### config.mk
export PLATFORM = sky130hd
export DESIGN_NAME = bff_bitfind
export DESIGN_NICKNAME = d
export VERILOG_FILES = /design/src/sv/bff_pkg.sv /design/src/sv/bff_bitfind.sv
export SDC_FILE = /design/constraint.sdc
export NUM_CORES = 1
export LEC_CHECK = 0
export BUFFER_PORTS_ARGS = -buffer_cell sky130_fd_sc_hd__clkbuf_2
export CAP_MARGIN = 20
export CORE_AREA = 2 2 85 70
export DETAILED_ROUTE_END_ITERATION = 12
export DIE_AREA = 0 0 87 72
export PLACE_DENSITY = 0.48
export RECOVER_POWER = 50
export SLEW_MARGIN = 25
export SYNTH_ARGS = -nofsm -noshare
export SYNTH_HDL_FRONTEND = slang
export SYNTH_SLANG_ARGS = --single-unit
### constraint.sdc
create_clock -name vclk -period 1.65
set_clock_uncertainty 0.05 [all_clocks]
set_input_delay 0 -clock vclk [all_inputs]
set_output_delay 0 -clock vclk [all_outputs]
set_load 0.01 [all_outputs]
### src/sv/bff_pkg.sv
`default_nettype none
package bff_pkg;

	localparam int CHUNK_COUNT_DEF = 65536;
	localparam int CHUNK_BYTES = 64;
	localparam int WORD_BITS = 64;
	localparam int MIN_ALIGN_LOG2 = 6;
	localparam int ACT_W = 2;
	localparam int OFFSET_W = 22;
	localparam int COUNT_W = 23;
	localparam int ALIGN_W = 5;
	localparam int ADDR_W = 22;
	localparam int TOP_W = 23;
	localparam int RUN_W = 27;

	localparam logic [ACT_W-1:0] ACT_CLEAR = 2'd0;
	localparam logic [ACT_W-1:0] ACT_MARK = 2'd1;
	localparam logic [ACT_W-1:0] ACT_ALLOC = 2'd2;
	localparam logic [ACT_W-1:0] ACT_TOP = 2'd3;

	typedef struct packed {
		logic       lo_any;
		logic [5:0] lo_idx;
		logic       hi_any;
		logic [5:0] hi_idx;
	} find_t;

	// bits lo .. hi-1 set, hi may be 64
	function automatic logic [WORD_BITS-1:0] run_mask(input logic [5:0] lo, input logic [6:0] hi);
		logic [WORD_BITS-1:0] m;
		m = '0;
		for (int b = 0; b < WORD_BITS; b++) begin
			m[b] = (7'(b) >= {1'b0, lo}) && (7'(b) < hi);
		end
		return m;
	endfunction

endpackage
`default_nettype wire

### src/sv/bff_bitfind.sv
`default_nettype none
module bff_bitfind
	import bff_pkg::*;
(
	input  wire logic [WORD_BITS-1:0] vec,
	output find_t                     res
);
	always_comb begin
		res = '0;
		res.lo_any = |vec;
		res.hi_any = |vec;
		for (int b = WORD_BITS - 1; b >= 0; b--) begin
			if (vec[b]) begin
				res.lo_idx = 6'(b);
			end
		end
		for (int b = 0; b < WORD_BITS; b++) begin
			if (vec[b]) begin
				res.hi_idx = 6'(b);
			end
		end
	end
endmodule
`default_nettype wire

==> flow_metrics.py, run 1 <==
metrics = {
    "synth": {
        "synth_area_mm2": 0.00137,
        "synth_common_cells": "43 x nor2_1, 33 x a21oi_1, 19 x inv_1, 18 x nor3_1",
        "ys_types": 39,
        "post-synth-top-count-cell": "nor2_1",
        "syn-instance-count": 247,
        "ys_seq_area_share_pct": 0,
        "synth_warnings": 0,
        "syn-num-nets": 311,
        "avgSynthCellArea_um2": 5.53,
        "synth_top_area_share_pct": 12.1,
        "yosys-top-cells-area": "a21oi_1 12%, nor2_1 12%, nor4_1 7.8%",
        "yosysTopAreaCell": "a21oi_1",
    },
    "final_layout": {
        "layout.nets": 407,
        "area_delta_synth_final_pct": 43.0,
        "nClkBuffers": 0,
        "layout-drive-gt1-share_pct": 29.3,
        "design.seq.count": 0,
        "multi_input_area_mm2": 0.00129,
        "regArea_um2": 0,
        "fill_cells": 631,
        "finish.instance_area_mm2": 0.00195,
        "diodes": 0,
    },
    "place": {
        "dp_hpwl_mm": 4.72,
        "dpl_worst_slack_ns": 0.0888,
        "gp_congestion": 0.793,
        "numPortBuffers": 78,
        "placed_area_mm2": 0.00196,
    },
    "route": {
        "vias_per_cell": 5.50,
        "drc": 0,
        "routedWlPerCell_um": 13.5,
        "dr_total_vias": 2235,
        "ant_nets": 0,
        "wirelength_mm": 5.48,
        "drtIter0Drc": 154,
        "first_pass_iters": 4,
    },
    "setup_path": {
        "worstPathCellList": "clkbuf_2 > or4_4 > nor2_2 > a21oi_1 > nor3_1 > o21bai_1 > a21oi_1 > clkbuf_2",
        "crit_buf_inv": 2,
        "slowest_delay_ns": 0.57,
        "critPathCaptureType": "primary output",
        "critPathArrivalTime_ns": 1.51,
        "crit_family": "simple AND/OR/NAND/NOR gates",
        "required_ns": 1.60,
        "critPathSlowestCell": "or4_4",
        "worstSetupStartpointType": "input port",
        "cp_max_fo": 4,
        "critPathKind": "input port to primary output",
    },
    "pwr": {
        "leakagePower_nw": 0.806,
        "ir_drop_v": 0.0000861,
        "powerDensity_mw_per_mm2": 184,
    },
    "timing": {
        "setup_ws_ns": 0.0901,
        "tightest_slew_ns": 0.416,
        "period_share_pct": 94.5,
        "fin_crit_ns": 1.56,
        "whs_ns": 0.372,
        "finalSetupViolCount": 0,
        "drv_slew": 0,
        "fmax_ghz": 0.641,
        "maxSlewHeadroom_pct": 72.1,
        "rsz0062_at_grt": "true",
        "setup-tns-final_ns": 0,
        "hold_viol": 0,
    },
    "min_path": {
        "holdPathStages": 3,
        "min_from": "vec[63]",
        "holdCritPathClass": "input port to primary output",
        "min_to": "res[1]",
    },
    "die": {
        "fp.coreArea_mm2": 0.00538,
        "start_util_pct": 25.4,
        "die_y_um": 72,
        "die_width_um": 87,
        "rows": 24,
        "pin_count": 78,
        "dieArea_mm2": 0.00626,
    },
    "status": {
        "status": "completed",
    },
    "global_routing": {
        "overflow": 0,
        "grt_pass1_wl_mm": 9.26,
        "grt_max_degree": 9,
        "grt_antenna_before_repair": 0,
        "grt_pass1_vias": 2002,
        "grt_usage_pct": 17.3,
    },
    "clock_tree": {
        "post-cts-setup-buffer-count": 0,
        "cts_hold_buf": 0,
    },
    "job": {
        "drv_cap": 0,
    },
}
[what timing repair did]
action                                  4_1_cts  5_1_grt
endpoints found under the hold margin         0        0
endpoints found under the setup margin        0        8
gates resized for setup                       0        4
[cells in the final DEF (no fill, tap or decap), drive strengths merged]
cell type,count
a2111oi,3
a211o,2
a211oi,2
a21boi,1
a21oi,33
a221oi,2
a31oi,2
a41oi,1
buf,16
clkbuf,80
inv,19
nand2,15
nand2b,7
nand3,9
nand3b,1
nand4,4
nand4b,1
nor2,43
nor2b,6
nor3,18
nor3b,1
nor4,19
o211a,1
o211ai,5
o21a,2
o21ai,19
o21ba,1
o21bai,7
o22a,1
o311ai,1
o31ai,12
o41ai,1
or3,1
or4,5
[power breakdown]
group          internal (mW)  switching [mW]  total [mW]  leakage (nW)
registers                  0               0           0             0
logic                  0.146           0.214       0.361         0.806
clock network              0               0           0             0
[per-stage QoR]
stage	cells	total power [mW]	utilization, %
after CTS	406	0.358	36.5
after floorplan	247	0.142	-
after detailed placement	406	0.356	36.5
after global placement	406	0.358	36.5
after global routing	406	0.408	36.4
final	406	0.361	36.4
[how the worst max path moves through the flow]
stage | start | to | slack, ns | cells past startpoint
2_1_floorplan | vec[55] | res[13] | 0.31 | 6
3_3_place_gp | vec[23] | res[1] | 0.1 | 7
3_5_place_dp | vec[55] | res[10] | 0.09 | 8
4_1_cts | vec[55] | res[10] | 0.09 | 8
5_1_grt | vec[55] | res[10] | -0.02 | 8
6_report | vec[55] | res[10] | 0.09 | 8
[final cells by class]
cell class / count / share of cell area, %
inverter: 19 / 3.65
tap: 65 / 4.16
multi-input combinational: 226 / 65.9
timing repair buffer: 96 / 26.3
[logic make-up (layout without fill, tap and decap cells)]
group / after synthesis / count (layout) / synth area share [%]
AOI/OAI and AO/OA: 96 / 96 / 44.8
buffers and inverters: 21 / 115 / 6.04
and+or+nand+nor: 130 / 130 / 49.2
[per-layer routing]
metal	global-route usage [%]	part of all wire, %
met1	27.1	52
met2	27.5	40
met3	1.02	7.7
met4	0	0
met5	0	0
[tightest hold or removal path: stages]
cell	delay [ns]
clkbuf_2	0.14
or4_1	0.15
clkbuf_2	0.13
No activity file was read; power rests on OpenSTA's default activity.
==> run 2, diff against run 1 <==
--- a/config.mk
+++ b/config.mk
@@ -5,12 +5,13 @@
 export SDC_FILE = /design/constraint.sdc
 export NUM_CORES = 1
 export LEC_CHECK = 0
+export ABC_AREA = 1
 export BUFFER_PORTS_ARGS = -buffer_cell sky130_fd_sc_hd__clkbuf_2
 export CAP_MARGIN = 20
-export CORE_AREA = 2 2 85 70
+export CORE_AREA = 2 2 89 74
 export DETAILED_ROUTE_END_ITERATION = 12
-export DIE_AREA = 0 0 87 72
-export PLACE_DENSITY = 0.48
+export DIE_AREA = 0 0 91 76
+export PLACE_DENSITY = 0.47
 export RECOVER_POWER = 50
 export SLEW_MARGIN = 25
 export SYNTH_ARGS = -nofsm -noshare
==> run 2 against run 1 <==
  * The flow now finishes with violations (negative setup slack)
  * Via count is 1.4% lower
  * Clock-buffer cell count stayed put
  * Combinational power is 39% higher
  * Sequential share of layout area stayed put
  * Fmax is 52% lower
  * Hold slack worse by 0.17 ns
  * First-iteration DRC count is 83% lower
  * Non-clock buffer count is 38 higher
  * Largest power group unchanged
==> flow_metrics.py, run 2 <==
metrics = {
    "final_layout": {
        "area_delta_synth_final_pct": 65.7,
        "regArea_um2": 0,
        "fin_util_pct": 41.1,
        "finish.instance_area_mm2": 0.00251,
        "diodes": 0,
        "design.seq.count": 0,
        "layout.nets": 548,
        "layout-drive-gt1-share_pct": 35.7,
        "most-common-layout-cells": "199 x nand2_1, 74 x clkbuf_2, 58 x inv_1",
        "fill_cells": 741,
        "final_common_cell": "nand2_1",
        "nClkBuffers": 0,
    },
    "route": {
        "drc": 0,
        "dr_total_vias": 2204,
        "first_pass_iters": 5,
        "drtIter0Drc": 26,
        "routedWlPerCell_um": 7.02,
        "vias_per_cell": 3.89,
        "ant_nets": 0,
        "wirelength_mm": 3.97,
    },
    "synth": {
        "synth_top_area_share_pct": 49.7,
        "synth_warnings": 0,
        "yosys-top-cells-area": "nand2_1 50%, inv_1 15%, bufinv_8 13%",
        "synth_area_mm2": 0.00152,
        "post-synth-top-count-cell": "nand2_1",
        "ys_seq_area_share_pct": 0,
        "ys_types": 18,
        "yosysTopAreaCell": "nand2_1",
        "syn-instance-count": 349,
        "synth_common_cells": "201 x nand2_1, 60 x inv_1, 45 x nor2_1, 11 x bufinv_8, 10 x a21oi_1",
        "avgSynthCellArea_um2": 4.35,
        "syn-num-nets": 413,
    },
    "pwr": {
        "leakagePower_nw": 1.63,
        "clock_power_share_pct": 0,
        "power_mw": 0.501,
        "ir_drop_v": 0.0000729,
        "switching_power_mw": 0.222,
        "power.share.sequential_pct": 0,
        "comb_power_share_pct": 100.0,
        "p_sw_share_pct": 44.4,
        "intPower_mw": 0.278,
        "powerDensity_mw_per_mm2": 199,
    },
    "min_path": {
        "holdCritPathClass": "input port to primary output",
    },
    "setup_path": {
        "critPathSlowestCell": "buf_2",
        "critPathKind": "input port to primary output",
        "critPathArrivalTime_ns": 3.23,
        "cpMostUsedCell": "nand2_1",
        "critPathCaptureType": "primary output",
        "worstSetupStartpointType": "input port",
        "required_ns": 1.60,
        "slowest_delay_ns": 0.13,
        "cp_max_fo": 2,
    },
    "timing": {
        "rsz0062_at_grt": "true",
        "finalSetupViolCount": 4,
        "fmax_ghz": 0.305,
        "fin_crit_ns": 3.28,
        "tightest_slew_ns": 0.267,
        "period_share_pct": 199,
        "drv_slew": 0,
        "setup_ws_ns": -1.63,
        "setup-tns-final_ns": -4.01,
        "maxSlewHeadroom_pct": 82.1,
        "hold_viol": 0,
    },
    "global_routing": {
        "overflow": 0,
        "grt_usage_pct": 11.5,
        "grt_pass1_wl_mm": 7.25,
        "grt_antenna_before_repair": 0,
        "grt_pass1_vias": 1929,
        "grt_max_degree": 6,
    },
    "clock_tree": {
        "post-cts-setup-buffer-count": 0,
        "cts_hold_buf": 0,
    },
    "status": {
        "violations": "negative setup slack",
        "status": "finished with violations",
    },
    "die": {
        "start_util_pct": 24.8,
        "die_y_um": 76,
        "fp.coreArea_mm2": 0.00612,
        "pin_count": 78,
        "die_width_um": 91,
        "rows": 26,
        "dieArea_mm2": 0.00692,
    },
    "place": {
        "numPortBuffers": 78,
        "placed_area_mm2": 0.00243,
        "dp_hpwl_mm": 3.67,
        "gp_congestion": 0.783,
    },
    "job": {
        "drv_cap": 0,
    },
}
==> run 2: cell types whose count changed after synthesis, moves of 8 or more <==
cell      delta
nor4_1      -17
inv_1       +41
o31ai_1     -10
o21ai_0     -12
nor3_1      -17
nand2_1    +186
nand3_1      -8
bufinv_8    +11
a21oi_1     -23
==> run 2: per-stage QoR <==
step / worst slack [ns] / hold WS (ns) / instances
5_1_grt: -2.48 / 0.233 / 566
3_5_place_dp: -1.69 / 0.185 / 566
2_1_floorplan: -1.16 / -0.0240 / 349
3_3_place_gp: -1.66 / 0.186 / 566
4_1_cts: -1.70 / 0.190 / 566
6_report: -1.63 / 0.206 / 566
==> run 2: cell type report <==
class | instances | area, um^2 | area share [%]
timing repair buffer | 134 | 823 | 32.7
multi-input combinational | 273 | 1150 | 45.9
tap | 84 | 105 | 4.18
inverter | 75 | 433 | 17.2
==> run 2: what timing repair did <==
| item | in CTS | in global routing |
|---|---|---|
| gates resized for setup | 12 | 22 |
| setup endpoints to repair | 6 | 9 |
| pin swaps | 5 | 5 |
==> run 2: cells by family after synthesis <==
family	synth area share (%)
AOI/OAI and AO/OA	8.66
buffers and inverters	29.0
and+or+nand+nor	62.3
==> run 2: path summary, 6_finish.rpt <==
check                 cells past startpoint  slack [ns]  startpoint     end
worst max-delay path                     65       -1.63     vec[62]  res[7]
worst min-delay path                      3        0.21      vec[0]  res[7]
==> run 2: layer usage <==
metal  global-route usage, %  share of wire, %  up-vias
li1                        -                 -     1275
met4                   0.909               1.0        0
met3                    1.88               6.7        4
met2                    20.7                44       50
met1                    14.9                48      875
met5                       0                 0        -
==> run 2: worst max-delay path, delay by kind of cell <==
| family | cells | cell delay [ns] |
|---|---|---|
| buffers and inverters | 3 | 0.27 |
| AOI/OAI and AO/OA | 1 | 0.10 |
| and+or+nand+nor | 61 | 2.88 |
==> run 2: power by group through the flow <==
stage	Combinational (mW)	Sequential [mW]	Clock [mW]
2_1_floorplan	0.252	0	0
3_5_place_dp	0.481	0	0
3_3_place_gp	0.478	0	0
4_1_cts	0.493	0	0
6_report	0.501	0	0
5_1_grt	0.577	0	0
